==> config.mk <==
export PLATFORM = sky130hd
export DESIGN_NAME = seven_segment_value_formatter
export DESIGN_NICKNAME = d
export VERILOG_FILES = /design/src/rtl/svf_pkg.sv /design/src/rtl/seven_segment_value_formatter.sv /design/src/rtl/svf_digits.sv /design/src/rtl/svf_seg_map.sv
export VERILOG_INCLUDE_DIRS = /design/src /design/src/rtl
export SDC_FILE = /design/constraint.sdc
export NUM_CORES = 1
export LEC_CHECK = 0
export BUFFER_PORTS_ARGS = -buffer_cell sky130_fd_sc_hd__buf_4
export CORE_UTILIZATION = 71
export CTS_BUF_LIST = sky130_fd_sc_hd__clkbuf_8
export DETAILED_ROUTE_END_ITERATION = 8
export HOLD_SLACK_MARGIN = 0.1
export PLACE_DENSITY = 0.9
export SYNTH_ARGS = -nofsm -noshare
export SYNTH_HDL_FRONTEND = slang
export SYNTH_HIERARCHICAL = 1
export SYNTH_SLANG_ARGS = --single-unit
==> constraint.sdc <==
create_clock -name i_clk -period 27.6 [get_ports i_clk]
set_input_delay 2.76 -clock i_clk [delete_from_list [all_inputs] [get_ports i_clk]]
set_output_delay 2.76 -clock i_clk [all_outputs]
set_load 0.02 [all_outputs]
==> src/rtl/seven_segment_value_formatter_defines.svh <==
// Assertion macros for the seven-segment value formatter.
// Used by the top level only; no other dependencies.
`ifndef SEVEN_SEGMENT_VALUE_FORMATTER_DEFINES_SVH
`define SEVEN_SEGMENT_VALUE_FORMATTER_DEFINES_SVH

// Same-cycle implication, disabled while in reset.
`define SVF_ASSERT_NOW(lbl, clk, rst_n, ante, cons, msg) \
    lbl: assert property (@(posedge clk) disable iff (!(rst_n)) (ante) |-> (cons)) \
        else $error(msg);

// Next-cycle implication, disabled while in reset.
`define SVF_ASSERT_NEXT(lbl, clk, rst_n, ante, cons, msg) \
    lbl: assert property (@(posedge clk) disable iff (!(rst_n)) (ante) |=> (cons)) \
        else $error(msg);

`endif

==> src/rtl/svf_pkg.sv <==
// Shared types, constants and segment tables for the seven-segment value formatter.
// No dependencies.
package svf_pkg;

    typedef enum logic [1:0] {
        OP_VALUE = 2'd0,
        OP_SC    = 2'd1,
        OP_ERR   = 2'd2
    } t_op;

    localparam int OpWidth    = 2;
    localparam int ValueWidth = 17;
    localparam int SelWidth   = 2;
    localparam int MaskWidth  = 24;

    // Rounded value path: y = x + 5 or x + 50, fits 18 bits.
    localparam int YWidth    = ValueWidth + 1;
    localparam int ProdWidth = 2 * YWidth;

    // Values at or above this (10.000 units) are shown in tenths.
    localparam logic [ValueWidth-1:0] TenUnits = 17'd10000;
    localparam logic [YWidth-1:0]     RoundHundredths = 18'd5;
    localparam logic [YWidth-1:0]     RoundTenths     = 18'd50;

    // Reciprocals: floor(y / d) = (y * m) >> k, exact for all 18-bit y in use.
    localparam logic [YWidth-1:0] Recip10    = 18'd209716;
    localparam logic [YWidth-1:0] Recip100   = 18'd167773;
    localparam logic [YWidth-1:0] Recip1000  = 18'd134218;
    localparam logic [YWidth-1:0] Recip10000 = 18'd214749;
    localparam int Shift10    = 21;
    localparam int Shift100   = 24;
    localparam int Shift1000  = 27;
    localparam int Shift10000 = 31;

    localparam logic [7:0] SegDp     = 8'h80;
    localparam logic [7:0] SegBlank  = 8'h00;
    localparam logic [7:0] TagScMid  = 8'hED;
    localparam logic [7:0] TagScRgt  = 8'hB9;
    localparam logic [7:0] TagErrLft = 8'h79;
    localparam logic [7:0] TagErrMid = 8'h50;
    localparam logic [7:0] TagErrRgt = 8'hD0;

    typedef struct packed {
        logic [3:0] d0;        // left digit
        logic [3:0] d1;        // middle digit
        logic [3:0] d2;        // right digit
        logic       below_ten; // point after left digit, else after middle
    } t_digits;

    typedef logic [4:0] t_bit_pos;
    typedef t_bit_pos t_pos_row [8];

    // Board wiring: mask bit for segments a..g and dp, per digit position.
    localparam t_pos_row PosMap [3] = '{
        '{5'd14, 5'd15, 5'd9,  5'd10, 5'd11, 5'd13, 5'd12, 5'd8},
        '{5'd17, 5'd19, 5'd7,  5'd6,  5'd4,  5'd16, 5'd18, 5'd5},
        '{5'd20, 5'd21, 5'd3,  5'd1,  5'd0,  5'd22, 5'd23, 5'd2}
    };

    function automatic logic [7:0] digit_segments(input logic [3:0] d);
        logic [7:0] s;
        case (d)
            4'd0:    s = 8'h3F;
            4'd1:    s = 8'h06;
            4'd2:    s = 8'h5B;
            4'd3:    s = 8'h4F;
            4'd4:    s = 8'h66;
            4'd5:    s = 8'h6D;
            4'd6:    s = 8'h7D;
            4'd7:    s = 8'h07;
            4'd8:    s = 8'h7F;
            4'd9:    s = 8'h6F;
            default: s = 8'h00;
        endcase
        return s;
    endfunction

    function automatic logic [MaskWidth-1:0] place_pattern(input int pos,
                                                           input logic [7:0] pattern);
        logic [MaskWidth-1:0] m;
        m = '0;
        for (int i = 0; i < 8; i++) begin
            if (pattern[i]) begin
                m[PosMap[pos][i]] = 1'b1;
            end
        end
        return m;
    endfunction

endpackage

==> src/rtl/seven_segment_value_formatter.sv <==
// Seven-segment value formatter: request in, 24-bit segment mask out.
// Depends on svf_pkg, svf_digits, svf_seg_map and the defines header.
//
// Usage:
//   Input channel i_valid / o_stall carries one request: i_operation (value,
//   SC tag or Err tag), i_value_milli in thousandths, i_display_select.
//   Output channel o_valid / i_stall returns o_segment_mask and
//   o_display_select_out. A request moves on any edge with valid high and
//   stall low.
//   Stages: request register, then formatting logic into the result register.
//   One request per cycle is sustained while i_stall is low; the path is
//   bounded by four parallel 18x18 constant multiplies and a short subtract.
//   When the receiver stalls, the result register holds; a second request
//   waits in the request register, and o_stall rises only when both hold.
//   Synchronous reset (i_rst_n low) empties both registers; no results are
//   pending afterward.
module seven_segment_value_formatter
    import svf_pkg::*;
(
    input  logic                 i_clk,
    input  logic                 i_rst_n,
    input  logic                 i_valid,
    output logic                 o_stall,
    input  logic [OpWidth-1:0]   i_operation,
    input  logic [ValueWidth-1:0] i_value_milli,
    input  logic [SelWidth-1:0]  i_display_select,
    output logic                 o_valid,
    input  logic                 i_stall,
    output logic [MaskWidth-1:0] o_segment_mask,
    output logic [SelWidth-1:0]  o_display_select_out
);

    logic                  r_in_valid;
    logic [OpWidth-1:0]    r_op;
    logic [ValueWidth-1:0] r_value;
    logic [SelWidth-1:0]   r_sel;
    logic                  r_out_valid;
    logic [MaskWidth-1:0]  r_mask;
    logic [SelWidth-1:0]   r_sel_out;

    logic                  out_adv;
    logic                  in_adv;
    t_digits               digits;
    logic [MaskWidth-1:0]  n_mask;

    assign out_adv = !r_out_valid || !i_stall;
    assign in_adv  = !r_in_valid || out_adv;
    assign o_stall = !in_adv;

    always_ff @(posedge i_clk) begin
        if (!i_rst_n) begin
            r_in_valid  <= 1'b0;
            r_out_valid <= 1'b0;
        end else begin
            if (in_adv) begin
                r_in_valid <= i_valid;
            end
            if (out_adv) begin
                r_out_valid <= r_in_valid;
            end
        end
    end

    always_ff @(posedge i_clk) begin
        if (in_adv && i_valid) begin
            r_op    <= i_operation;
            r_value <= i_value_milli;
            r_sel   <= i_display_select;
        end
        if (out_adv && r_in_valid) begin
            r_mask    <= n_mask;
            r_sel_out <= r_sel;
        end
    end

    svf_digits u_digits (
        .i_value_milli (r_value),
        .o_digits      (digits)
    );

    svf_seg_map u_seg_map (
        .i_operation    (r_op),
        .i_digits       (digits),
        .o_segment_mask (n_mask)
    );

    assign o_valid              = r_out_valid;
    assign o_segment_mask       = r_mask;
    assign o_display_select_out = r_sel_out;

`include "seven_segment_value_formatter_defines.svh"

    `SVF_ASSERT_NEXT(a_req_moves_out, i_clk, i_rst_n, r_in_valid && out_adv, o_valid, "request lost between stages")
    `SVF_ASSERT_NOW(a_stall_only_when_full, i_clk, i_rst_n, o_stall, r_in_valid && r_out_valid && i_stall, "stall while a stage is free")
    `SVF_ASSERT_NEXT(a_drain_empties, i_clk, i_rst_n, o_valid && !i_stall && !r_in_valid, !o_valid, "result repeated after delivery")

endmodule

==> src/rtl/svf_digits.sv <==
// Value to three decimal digits: rounding and digit split by constant reciprocals.
// Depends on svf_pkg.
module svf_digits
    import svf_pkg::*;
(
    input  logic [ValueWidth-1:0] i_value_milli,
    output t_digits               o_digits
);

    logic                 below_ten;
    logic [YWidth-1:0]    y;
    logic [ProdWidth-1:0] p10, p100, p1000, p10000;
    logic [13:0]          s10;
    logic [10:0]          s100;
    logic [7:0]           s1000;
    logic [3:0]           s10000;
    logic [13:0]          scaled;
    logic [10:0]          q10;
    logic [7:0]           q100;
    logic [13:0]          d2_full;
    logic [10:0]          d1_full;
    logic [7:0]           d0_full;

    assign below_ten = i_value_milli < TenUnits;
    assign y = {1'b0, i_value_milli} + (below_ten ? RoundHundredths : RoundTenths);

    // Four independent constant multiplies.
    assign p10    = ProdWidth'(y) * ProdWidth'(Recip10);
    assign p100   = ProdWidth'(y) * ProdWidth'(Recip100);
    assign p1000  = ProdWidth'(y) * ProdWidth'(Recip1000);
    assign p10000 = ProdWidth'(y) * ProdWidth'(Recip10000);

    assign s10    = p10[Shift10+13:Shift10];
    assign s100   = p100[Shift100+10:Shift100];
    assign s1000  = p1000[Shift1000+7:Shift1000];
    assign s10000 = p10000[Shift10000+3:Shift10000];

    always_comb begin
        if (below_ten) begin
            scaled = s10;
            q10    = s100;
            q100   = s1000;
        end else begin
            scaled = {3'b000, s100};
            q10    = {3'b000, s1000};
            q100   = {4'b0000, s10000};
        end
    end

    // Remainders: n - 10 * floor(n / 10).
    assign d2_full = scaled - ({q10, 3'b000} + {2'b00, q10, 1'b0});
    assign d1_full = q10 - ({q100, 3'b000} + {2'b00, q100, 1'b0});
    assign d0_full = (q100 >= 8'd10) ? (q100 - 8'd10) : q100;

    assign o_digits.d0        = d0_full[3:0];
    assign o_digits.d1        = d1_full[3:0];
    assign o_digits.d2        = d2_full[3:0];
    assign o_digits.below_ten = below_ten;

endmodule

==> src/rtl/svf_seg_map.sv <==
// Digits or tag to the board-mapped 24-bit segment mask.
// Depends on svf_pkg.
module svf_seg_map
    import svf_pkg::*;
(
    input  logic [OpWidth-1:0]   i_operation,
    input  t_digits              i_digits,
    output logic [MaskWidth-1:0] o_segment_mask
);

    logic [7:0] pat0, pat1, pat2;

    always_comb begin
        case (i_operation)
            OP_VALUE: begin
                pat0 = digit_segments(i_digits.d0) | (i_digits.below_ten ? SegDp : SegBlank);
                pat1 = digit_segments(i_digits.d1) | (i_digits.below_ten ? SegBlank : SegDp);
                pat2 = digit_segments(i_digits.d2);
            end
            OP_SC: begin
                pat0 = SegBlank;
                pat1 = TagScMid;
                pat2 = TagScRgt;
            end
            OP_ERR: begin
                pat0 = TagErrLft;
                pat1 = TagErrMid;
                pat2 = TagErrRgt;
            end
            default: begin
                pat0 = SegBlank;
                pat1 = SegBlank;
                pat2 = SegBlank;
            end
        endcase
    end

    assign o_segment_mask = place_pattern(0, pat0) | place_pattern(1, pat1)
                          | place_pattern(2, pat2);

endmodule
Word-level counts from Yosys, hierarchy flattened
Memories as Yosys holds them, arrays and structs flattened.
Index checks and enable logic that the tools add are counted.
Widths: inputs -> output; s select.

storage, ports and cells
  logic and storage cells = 73
  memory bits (read-only) = 336
  bits of input ports = 25
  memories kept = 3
  output and inout bits = 28
  bits in registers = 49

memory list
  name             words  bits a word  read ports  clocked after memory_dff  write ports  line           text
  (no name shown)  16     7            1           0                         0            svf_pkg.sv:62  case (d)
  (no name shown)  16     7            1           0                         0            svf_pkg.sv:62
  (no name shown)  16     7            1           0                         0            svf_pkg.sv:62

cells by class
  $add $sub $neg = 6
  reductions and logical operators = 9
  multiplexer cells = 36
  magnitude comparators = 2
  $mul = 4
  bitwise logic cells = 4
  eq/ne operators = 2

operator list
  operator                number
  $pmux 8 s3              2
  $mux 8                  5
  $mul 18x18->35 const B  1
  $mul 18x17->34 const B  1
  $mul 18x18->28 const B  1
  $mux 1                  24
  $or 24x24->24           1
  $mul 18x16->23 const B  1
  $or 16x20->20           1
  $add 17x18->18          1
  $lt 17x14->1 const B    1
  $or 8x8->8              2
  $pmux 8 s2              1
  $mux 4                  3
  $add 4x4->4             2
  $ge 8x4->1 const B      1
  $sub 4x4->4             2
  $mux 6                  1
  $logic_not 1->1         4
  $sub 4x4->4 const B     1
  $eq 2x1->1 const B      1
  $eq 2x2->1 const B      1
  $logic_and 1x1->1       2
  $logic_not 2->1         1
  $logic_or 1x1->1        2

Depth between registers and ports, before layout
Gate-level depths: netlist (run 1).
An unclocked memory read counts as a cell.

  depth in word-level cells = 14
  mapped depth = 46
  mapped depth without buffers = 43

By module
The synthesis (run 1) kept the hierarchy.

modules (own cells, without submodules)
  module                         area an instance (um2)  seq. area each (um2)  cells each  instances
  svf_digits                     16908.7                 0.0                   1781        1
  seven_segment_value_formatter  1495.2                  1451.4                55          1
  svf_seg_map                    759.5                   0.0                   117         1

Worst setup path before layout (run 1)
OpenSTA, ideal clock, no wires.

  kind = register -> register
  from = reg r_value[7]
  to = reg r_mask[18], in the netlist o_segment_mask[18] (data pin)
  data required time = 27.340 ns
  cell stages (with the launch flop) = 44
  clock period less this slack = 10.751 ns
  path buffers = 3
  setup slack = 16.849 ns
  arrival time = 10.491 ns
  library setup time = 0.260 ns
  path through = edfxtp_1 > nor4_1 > o21ai_1 > a2111o_1 > buf_2 > inv_2 > buf_2 > ha_1 > inv_1 > fa_1 > nor2b_1 > o2111a_1 > nand2b_1 > and3_1 > nand3_1 > xor2_1 > inv_1 > ha_1 > [... 8 more ...] > inv_1 > ha_1 > a21o_1 > a21o_1 > a21o_1 > a211oi_1 > a21oi_1 > o21ai_1 > mux2i_1 > a311oi_4 > ha_1 > a221oi_1 > xor2_1 > xnor2_1 > buf_6 > xor2_1 > a311oi_1 > nor2_1

RTL lines
  item                    line                                 text
  from (decl)             seven_segment_value_formatter.sv:35  logic [ValueWidth-1:0] r_value;
  from (signal assigned)  seven_segment_value_formatter.sv:67  r_value <= i_value_milli;
  to (signal assigned)    seven_segment_value_formatter.sv:71  r_mask <= n_mask;
  to (decl)               seven_segment_value_formatter.sv:38  logic [MaskWidth-1:0] r_mask;

==> results.yml, run 1 <==
status:
  outcome: "complete, no violations"
clocking:
  clkLatencyLatePin_ns: 0.30
  cts.hold.buffers_added: 0
  cts_tree: "built"
  cts_resized: 0
  cts.sinks: 49
  clock_path_buffers: 2
  cts-buffers-inserted: 5
  post-cts-setup-buffers: 0
  root_buffer: "clkbuf_8"
  htreeDepth: 2
  clk_pin_slew_worst_paths_ns: 0.10
yosys:
  synthFlopType: "edfxtp_1"
  synth_top_area_cell: "fa_1"
  syn-num-nets: 2748
  synth_area_per_cell_um2: 9.81
  yosysSeqAreaShare_pct: 7.57
  synth_area_um2: 19200
  ys_types: 76
  synthArstFlopShare_pct: 0
  synth.area.top_cells: "fa_1, ha_1, inv_1"
  syn_inst: 1953
  synth-edff-count: 47
  ys_warn_count: 6
  ys_seq_elements: 49
  synth_top_cell_area_share_pct: 36.8
drt:
  wire_per_inst_um: 21.9
  totalWireLength_mm: 51.7
  ant_nets: 0
  drt_iter0_markers: 1020
  vias: 14089
  vias_per_cell: 5.97
  drc: 0
  dr.pass1.iters: 6
worst_setup_path:
  path_delay_family: "adder cells"
  crit_slowest_cell: "xor2_1"
  crit_top_cell: "inv_1"
  reg2reg_depth: 36
  r2r-end: "o_segment_mask[18]$_DFFE_PP_"
  critPathArrivalTime_ns: 12.72
  cp.required_ns: 27.65
  critPathMaxFanout: 21
  path_class: "reg -> reg"
  slowest_delay_ns: 0.75
  critPathBufInv: 6
  ff2ff_setup_slack_ns: 14.94
  endpoint_kind: "flip-flop"
  cp-start-kind: "flip-flop"
  r2r_start: "r_value[6]$_DFFE_PP_"
floorplanning:
  start_util_pct: 72.9
  core_area_um2: 26300
  die_h_um: 166
  die_x_um: 166
  dieArea_um2: 27700
  io_pins: 53
  num_rows: 59
global_routing:
  grt_start_max_net_pins: 25
  track_usage_pct: 39.4
  antenna_found_initial: 1
  grt_pass1_wl_mm: 82.3
  grt_use_met3_pct: 8.51
  grt-busiest-layer: "met2"
  grt_util_met2_pct: 65.5
  grt_pass1_vias: 15795
  grt_overflow: 0
  grt_use_met1_pct: 46.6
placed_design:
  gp_congestion: 1.08
  dpl.hpwl_mm: 44.4
  numPortBuffers: 52
layout:
  final_common_cell: "inv_1"
  fin_nets: 2816
  final_cell_mix: "inv_1, ha_1, fa_1"
  synthToLayoutAreaGrowth_pct: 5.48
  drive_above_1_share_pct: 5.00
worst_hold_path:
  hp-class: "reg -> reg"
  holdPathStages: 0
  hold_path_end: "o_display_select_out[1]$_DFFE_PP_"
  worstHoldStart: "r_sel[1]$_DFFE_PP_"
run:
  cap_violations: 0
timing:
  grt_setup_unrepaired: "false"
  setup_violations: 0
  min_period_over_period_pct: 45.9
  fmax_ghz: 0.0790
  slew_headroom_pct: 31.0
  skew_ns: 0.0103
  fin_setup_tns_ns: 0
  tightest_slew_ns: 1.03
  min_period_ns: 12.66
  slew_violations: 0
  final-hold-violation-count: 0
final cells by class:
type,instances,area [um2]
Multi-Input combinational cell,1205,15100
Fill cell,1689,6070
Inverter,691,2590
Sequential cell,49,1450
Timing Repair Buffer,69,518
Tap cell,335,419
Clock buffer,5,68.8
Clock inverter,3,37.5
Antenna cell,1,2.50
through the flow:
step                      hold slack (ns)  cells  worst slack (ns)  util [%]  area (um2)
after floorplan                     0.400   1953             16.85         -       19200
after global placement              0.409   2349             15.79      76.5       20100
after detailed placement            0.424   2349             15.43      76.5       20100
after CTS                           0.445   2357             15.34      76.9       20200
after global routing                0.455   2357             14.51      76.9       20200
final                               0.446   2358             14.94      76.9       20200
kinds of logic (layout without fill, tap and decap cells):
| logic type | Yosys count | after routing | share of synthesized area (%) |
|---|---|---|---|
| fa+ha+maj | 770 | 770 | 64.1 |
| buf+inv | 699 | 768 | 13.8 |
| simple gates | 192 | 192 | 5.25 |
| compound gates | 173 | 173 | 5.98 |
| xor+xnor | 63 | 63 | 2.96 |
| flops | 49 | 49 | 7.57 |
| mux | 7 | 7 | 0.392 |
| other cells | 0 | 1 | 0 |
how the worst max path moves through the flow:
stage,from,endpoint,slack (ns),cells past startpoint
after floorplan,r_value[7]$_DFFE_PP_,o_segment_mask[18]$_DFFE_PP_,16.85,43
after detailed placement,r_value[6]$_DFFE_PP_,o_segment_mask[18]$_DFFE_PP_,15.43,36
after global placement,r_value[6]$_DFFE_PP_,o_segment_mask[18]$_DFFE_PP_,15.79,36
after global routing,r_value[6]$_DFFE_PP_,o_segment_mask[18]$_DFFE_PP_,14.51,36
after CTS,r_value[6]$_DFFE_PP_,o_segment_mask[18]$_DFFE_PP_,15.34,40
final,r_value[6]$_DFFE_PP_,o_segment_mask[18]$_DFFE_PP_,14.94,36
registers in the layout, summed over array words and instances, names as in the netlist:
register and flops:
o_segment_mask 24, r_value 17, o_display_select_out 2, r_op 2, r_sel 2, o_valid 1
r_in_valid 1
synth_stat cells (all sizes together), types with 3 or more instances:
master     n
a2111oi    4
a211oi     7
a21boi     4
a21o      12
a21oi     56
and2       4
and3      10
and4       4
buf        7
edfxtp    47
fa       352
ha       418
inv      691
mux2i      6
nand2     41
nand2b    13
nand3     14
nand3b     3
nand4      9
nor2      46
nor2b     14
nor3      15
o2111ai    3
o211ai     5
o21a       6
o21ai     43
o21bai     5
o31ai      4
o41ai      3
or3        5
xnor2     45
xor2      18
routing by layer:
layer  wire [um]  vias up
li1            -     6120
met4        4060        0
met5           0        -
met1       18500     6888
met2       24200      825
met3        4930      256
Power of run 1 is not shown: default switching activity piles up to over one toggle a cycle in this logic, so the estimate is an artifact.
==> run 2: changes to the inputs <==
--- a/config.mk
+++ b/config.mk
@@ -6,12 +6,13 @@
 export SDC_FILE = /design/constraint.sdc
 export NUM_CORES = 1
 export LEC_CHECK = 0
+export ABC_AREA = 1
 export BUFFER_PORTS_ARGS = -buffer_cell sky130_fd_sc_hd__buf_4
-export CORE_UTILIZATION = 71
+export CORE_UTILIZATION = 61
 export CTS_BUF_LIST = sky130_fd_sc_hd__clkbuf_8
 export DETAILED_ROUTE_END_ITERATION = 8
 export HOLD_SLACK_MARGIN = 0.1
-export PLACE_DENSITY = 0.9
+export PLACE_DENSITY = 0.82
 export SYNTH_ARGS = -nofsm -noshare
 export SYNTH_HDL_FRONTEND = slang
 export SYNTH_HIERARCHICAL = 1
==> constraint.sdc (replaced) <==
create_clock -name i_clk -period 10.35 [get_ports i_clk]
set_input_delay 1.035 -clock i_clk [delete_from_list [all_inputs] [get_ports i_clk]]
set_output_delay 1.035 -clock i_clk [all_outputs]
set_load 0.02 [all_outputs]
==> run 2 against run 1 <==
  * Non-clock buffer count up 27
  * Routed wire length up 25%
  * Sequential share of layout area down 0.72 points
==> results.yml, run 2 <==
status:
  outcome: "complete, no violations"
yosys:
  ys_seq_elements: 49
  synth_area_um2: 21000
  syn-num-nets: 3318
  syn_inst: 2523
  synth_common_cells: "inv_1, ha_1, nand2_1"
  synth_top_area_cell: "fa_1"
  synth_area_per_cell_um2: 8.34
  yosysSeqAreaShare_pct: 6.90
  synth.area.top_cells: "fa_1, ha_1, inv_1"
  synth-edff-count: 47
  synthArstFlopShare_pct: 0
  ys_types: 47
  synthFlopType: "edfxtp_1"
  synth_top_cell_area_share_pct: 33.5
  yosysMostFrequentCell: "inv_1"
  ys_warn_count: 6
timing:
  holdWs_ns: 0.431
  min_period_ns: 9.86
  fmax_ghz: 0.101
  min_period_over_period_pct: 95.2
  final-hold-violation-count: 0
  slew_headroom_pct: 44.4
  skew_ns: 0.0229
  setup_violations: 0
  tightest_slew_ns: 0.833
  slew_violations: 0
  fin_setup_tns_ns: 0
clocking:
  cts.sinks: 49
  cts.hold.buffers_added: 0
  clk_pin_slew_worst_paths_ns: 0.11
  root_buffer: "clkbuf_8"
  htreeDepth: 2
  cts_tree: "built"
  clock_path_buffers: 2
  cts-buffers-inserted: 5
  clkLatencyLatePin_ns: 0.32
drt:
  vias_per_cell: 5.51
  totalWireLength_mm: 64.8
  ant_nets: 0
  drt_iter0_markers: 1169
  dr.pass1.iters: 6
  vias: 16916
  wire_per_inst_um: 21.1
  drc: 0
layout:
  layout.cells.non_filler: 3071
  drive_above_1_share_pct: 5.64
  fillers: 2837
  synthToLayoutAreaGrowth_pct: 6.81
  multi_input_area_um2: 16600
  final_area_um2: 22500
  final_common_cell: "inv_1"
  largest_register_ffs: 24
  seqCellArea_um2: 1450
  diodes: 0
  fin_nets: 3417
  final_cell_mix: "inv_1, ha_1, nand2_1"
global_routing:
  grt_use_met1_pct: 48.5
  antenna_found_initial: 0
  grt_use_met3_pct: 6.59
  track_usage_pct: 38.0
  grt_util_met2_pct: 63.7
  grt-busiest-layer: "met2"
  grt_overflow: 0
  grt_pass1_vias: 17817
  grt_start_max_net_pins: 27
  grt_pass1_wl_mm: 100
floorplanning:
  die_x_um: 188
  io_pins: 53
  die_h_um: 188
  core_area_um2: 33700
  dieArea_um2: 35200
  start_util_pct: 62.4
  num_rows: 67
worst_setup_path:
  slowest_delay_ns: 0.56
  crit_slowest_cell: "fa_1"
  critPathMaxFanout: 14
  endpoint_kind: "flip-flop"
  critPathArrivalTime_ns: 9.94
  cp.required_ns: 10.43
  path_delay_family: "adder cells"
  path_class: "reg -> reg"
  cp-start-kind: "flip-flop"
  critPathBufInv: 6
  crit_top_cell: "nand2_1"
worst_hold_path:
  hp-class: "reg -> reg"
placed_design:
  place_inst: 3062
  placed_cell_area_um2: 22300
  gp_congestion: 1.05
  numPortBuffers: 52
  dpl.hpwl_mm: 57.4
run:
  cap_violations: 0
-- run 2: cell count changes after synthesis, moves of 14 or more --
cell	previous run	this run
nand3_1	14	114
nand2_1	41	372
nor2b_1	14	0
o21ai_0	25	50
a21oi_1	55	93
inv_1	690	802
xnor2_1	44	15
nor2_1	45	106
-- run 2: path summary, 6_finish.rpt --
check	start	to	slack (ns)	depth (start not counted)
max	r_value[7]$_DFFE_PP_	o_segment_mask[22]$_DFFE_PP_	0.49	41
min	r_sel[1]$_DFFE_PP_	o_display_select_out[1]$_DFFE_PP_	0.43	0
max reg2reg	r_value[7]$_DFFE_PP_	o_segment_mask[22]$_DFFE_PP_	0.49	41
min reg2reg	r_sel[1]$_DFFE_PP_	o_display_select_out[1]$_DFFE_PP_	0.43	0
-- run 2: area by class of cell --
class | instances | area share, %
multi-input combinational | 1661 | 73.8
sequential | 49 | 6.46
timing repair buffer | 96 | 3.26
clock inverter | 3 | 0.128
inverter | 809 | 13.5
tap | 448 | 2.49
clock buffer | 5 | 0.306
-- run 2: timing repair --
item	in CTS	in global routing
gates resized for setup	0	11
endpoints found under the setup margin	0	15
setup buffers	0	1
-- run 2: logic make-up after synthesis --
group,synth area share [%]
buffers and inverters,14.6
adders and majority gates,58.3
and+or+nand+nor,13.4
AOI/OAI and AO/OA,5.51
DFF,6.90
xor gates and xnor gates,1.24
-- run 2: metal layers --
metal / part of all wire [%] / vias to the layer above
met1: 40 / 8228
met3: 7.6 / 152
li1: - / 7863
met5: 0 / -
met2: 47 / 673
met4: 5.4 / 0
-- run 2: per-stage QoR --
stage	util [%]	worst slack [ns]
after floorplan	-	1.09
after global placement	66.3	0.212
after detailed placement	66.3	0.209
after CTS	66.5	0.162
after global routing	66.7	-0.00239
final	66.7	0.494
Power of run 2 is left out for the same reason.
==> run 3: changes to the inputs <==
--- a/config.mk
+++ b/config.mk
@@ -8,11 +8,12 @@
 export LEC_CHECK = 0
 export ABC_AREA = 1
 export BUFFER_PORTS_ARGS = -buffer_cell sky130_fd_sc_hd__buf_4
-export CORE_UTILIZATION = 61
+export CORE_ASPECT_RATIO = 1.25
+export CORE_UTILIZATION = 60
 export CTS_BUF_LIST = sky130_fd_sc_hd__clkbuf_8
 export DETAILED_ROUTE_END_ITERATION = 8
 export HOLD_SLACK_MARGIN = 0.1
-export PLACE_DENSITY = 0.82
+export PLACE_DENSITY = 0.78
 export SYNTH_ARGS = -nofsm -noshare
 export SYNTH_HDL_FRONTEND = slang
 export SYNTH_HIERARCHICAL = 1
==> constraint.sdc (replaced) <==
create_clock -name i_clk -period 10.2 [get_ports i_clk]
set_input_delay 1.02 -clock i_clk [delete_from_list [all_inputs] [get_ports i_clk]]
set_output_delay 1.02 -clock i_clk [all_outputs]
set_load 0.02 [all_outputs]
==> run 3 against run 2 <==
  * Critical path depth grew 7
  * Cell count grew 0.81%
  * Routed wire length grew 0.24%
  * Sequential share of layout area is essentially flat
  * Sequential cell count is the same
  * Design area grew 0.17%
==> results.yml, run 3 (synthesis gave the netlist of run 2 again) <==
status:
  outcome: "complete, no violations"
worst_setup_path:
  critPathArrivalTime_ns: 9.70
  crit_slowest_cell: "fa_1"
  path_class: "reg -> reg"
  cp-start-kind: "flip-flop"
  cp.required_ns: 10.24
  critPathMaxFanout: 22
  endpoint_kind: "flip-flop"
  slowest_delay_ns: 0.54
  crit_top_cell: "nand2_1"
timing:
  holdWs_ns: 0.415
  fin_setup_tns_ns: 0
  grt_setup_unrepaired: "false"
  post-route-worst-setup-slack_ns: 0.539
  slew_violations: 0
  tightest_slew_ns: 0.898
  fmax_ghz: 0.104
  slew_headroom_pct: 40.1
  skew_ns: 0.0129
  setup_violations: 0
  min_period_over_period_pct: 94.7
  min_period_ns: 9.66
  final-hold-violation-count: 0
clocking:
  cts_tree: "built"
  cts.hold.buffers_added: 0
  clk_pin_slew_worst_paths_ns: 0.09
  clock_path_buffers: 2
  root_buffer: "clkbuf_8"
  clkLatencyLatePin_ns: 0.30
  cts.sinks: 49
  cts-buffers-inserted: 5
  htreeDepth: 2
drt:
  vias: 17070
  dr.pass1.iters: 5
  drt_iter0_markers: 1185
  totalWireLength_mm: 64.9
  drc: 0
  ant_nets: 0
  vias_per_cell: 5.51
  wire_per_inst_um: 21.0
placed_design:
  numPortBuffers: 52
  gp_congestion: 1.16
  preCtsSetupSlack_ns: 0.345
  dpl.hpwl_mm: 58.2
layout:
  synthToLayoutAreaGrowth_pct: 6.99
  fillers: 3009
  drive_above_1_share_pct: 5.67
  final_cell_mix: "inv_1, ha_1, nand2_1"
  fin_nets: 3420
  final_common_cell: "inv_1"
  largest_register_ffs: 24
global_routing:
  antenna_found_initial: 2
  track_usage_pct: 38.1
  grt_pass1_wl_mm: 100
  grt_pass1_vias: 18275
  grt_overflow: 0
  grt_start_max_net_pins: 23
floorplanning:
  die_x_um: 170
  die_h_um: 211
  core_area_um2: 34500
  num_rows: 76
  io_pins: 53
  dieArea_um2: 35800
  start_util_pct: 61.0
worst_hold_path:
  hp-class: "reg -> reg"
run:
  cap_violations: 0
[run 3: path summary, 6_finish.rpt]
kind,end,cells past startpoint,slack [ns],from
min reg2reg,o_display_select_out[1]$_DFFE_PP_,0,0.41,r_sel[1]$_DFFE_PP_
max,o_segment_mask[6]$_DFFE_PP_,48,0.54,r_value[9]$_DFFE_PP_
max reg2reg,o_segment_mask[6]$_DFFE_PP_,48,0.54,r_value[9]$_DFFE_PP_
min,o_display_select_out[1]$_DFFE_PP_,0,0.41,r_sel[1]$_DFFE_PP_
[run 3: metal layers]
| metal | vias to the layer above | GRT usage, % | share of wire (%) |
|---|---|---|---|
| met5 | - | 0 | 0 |
| met4 | 0 | 26.3 | 8.9 |
| met3 | 257 | 7.01 | 7.5 |
| met2 | 736 | 65.6 | 47 |
| met1 | 8215 | 42.9 | 36 |
| li1 | 7862 | - | - |
[run 3: area by class of cell]
cell class                 instances  area, um2  area share [%]
clock inverter                     3       12.5          0.0556
antenna                            2       5.00          0.0222
inverter                         809       3040            13.5
sequential                        49       1450            6.45
tap                              468        586            2.60
timing repair buffer              99        743            3.30
multi-input combinational       1661      16600            73.7
clock buffer                       5       68.8           0.306
[run 3: what timing repair did]
action | 4_1_cts | 5_1_grt
resized for setup | 0 | 13
setup buffers | 0 | 5
endpoints found under the hold margin | 0 | 0
setup endpoints to repair | 0 | 11
[run 3: through the flow]
stage	utilization, %	std cells	instance area, um2
after floorplan	-	2523	21000
after global placement	64.7	3081	22300
after detailed placement	64.7	3081	22300
after CTS	64.9	3089	22400
after global routing	65.2	3094	22500
final	65.2	3096	22500
[run 3: critical path: cells and delay by family (launching register included)]
family,cells,cell delay (ns)
XOR/XNOR,1,0.28
buffers and inverters,11,1.23
adder cells (fa/ha/maj),9,4.11
AO/OA/AOI/OAI,3,0.68
flip-flops,1,0.44
AND/OR/NAND/NOR,24,2.61
Power of run 3 is left out for the same reason.
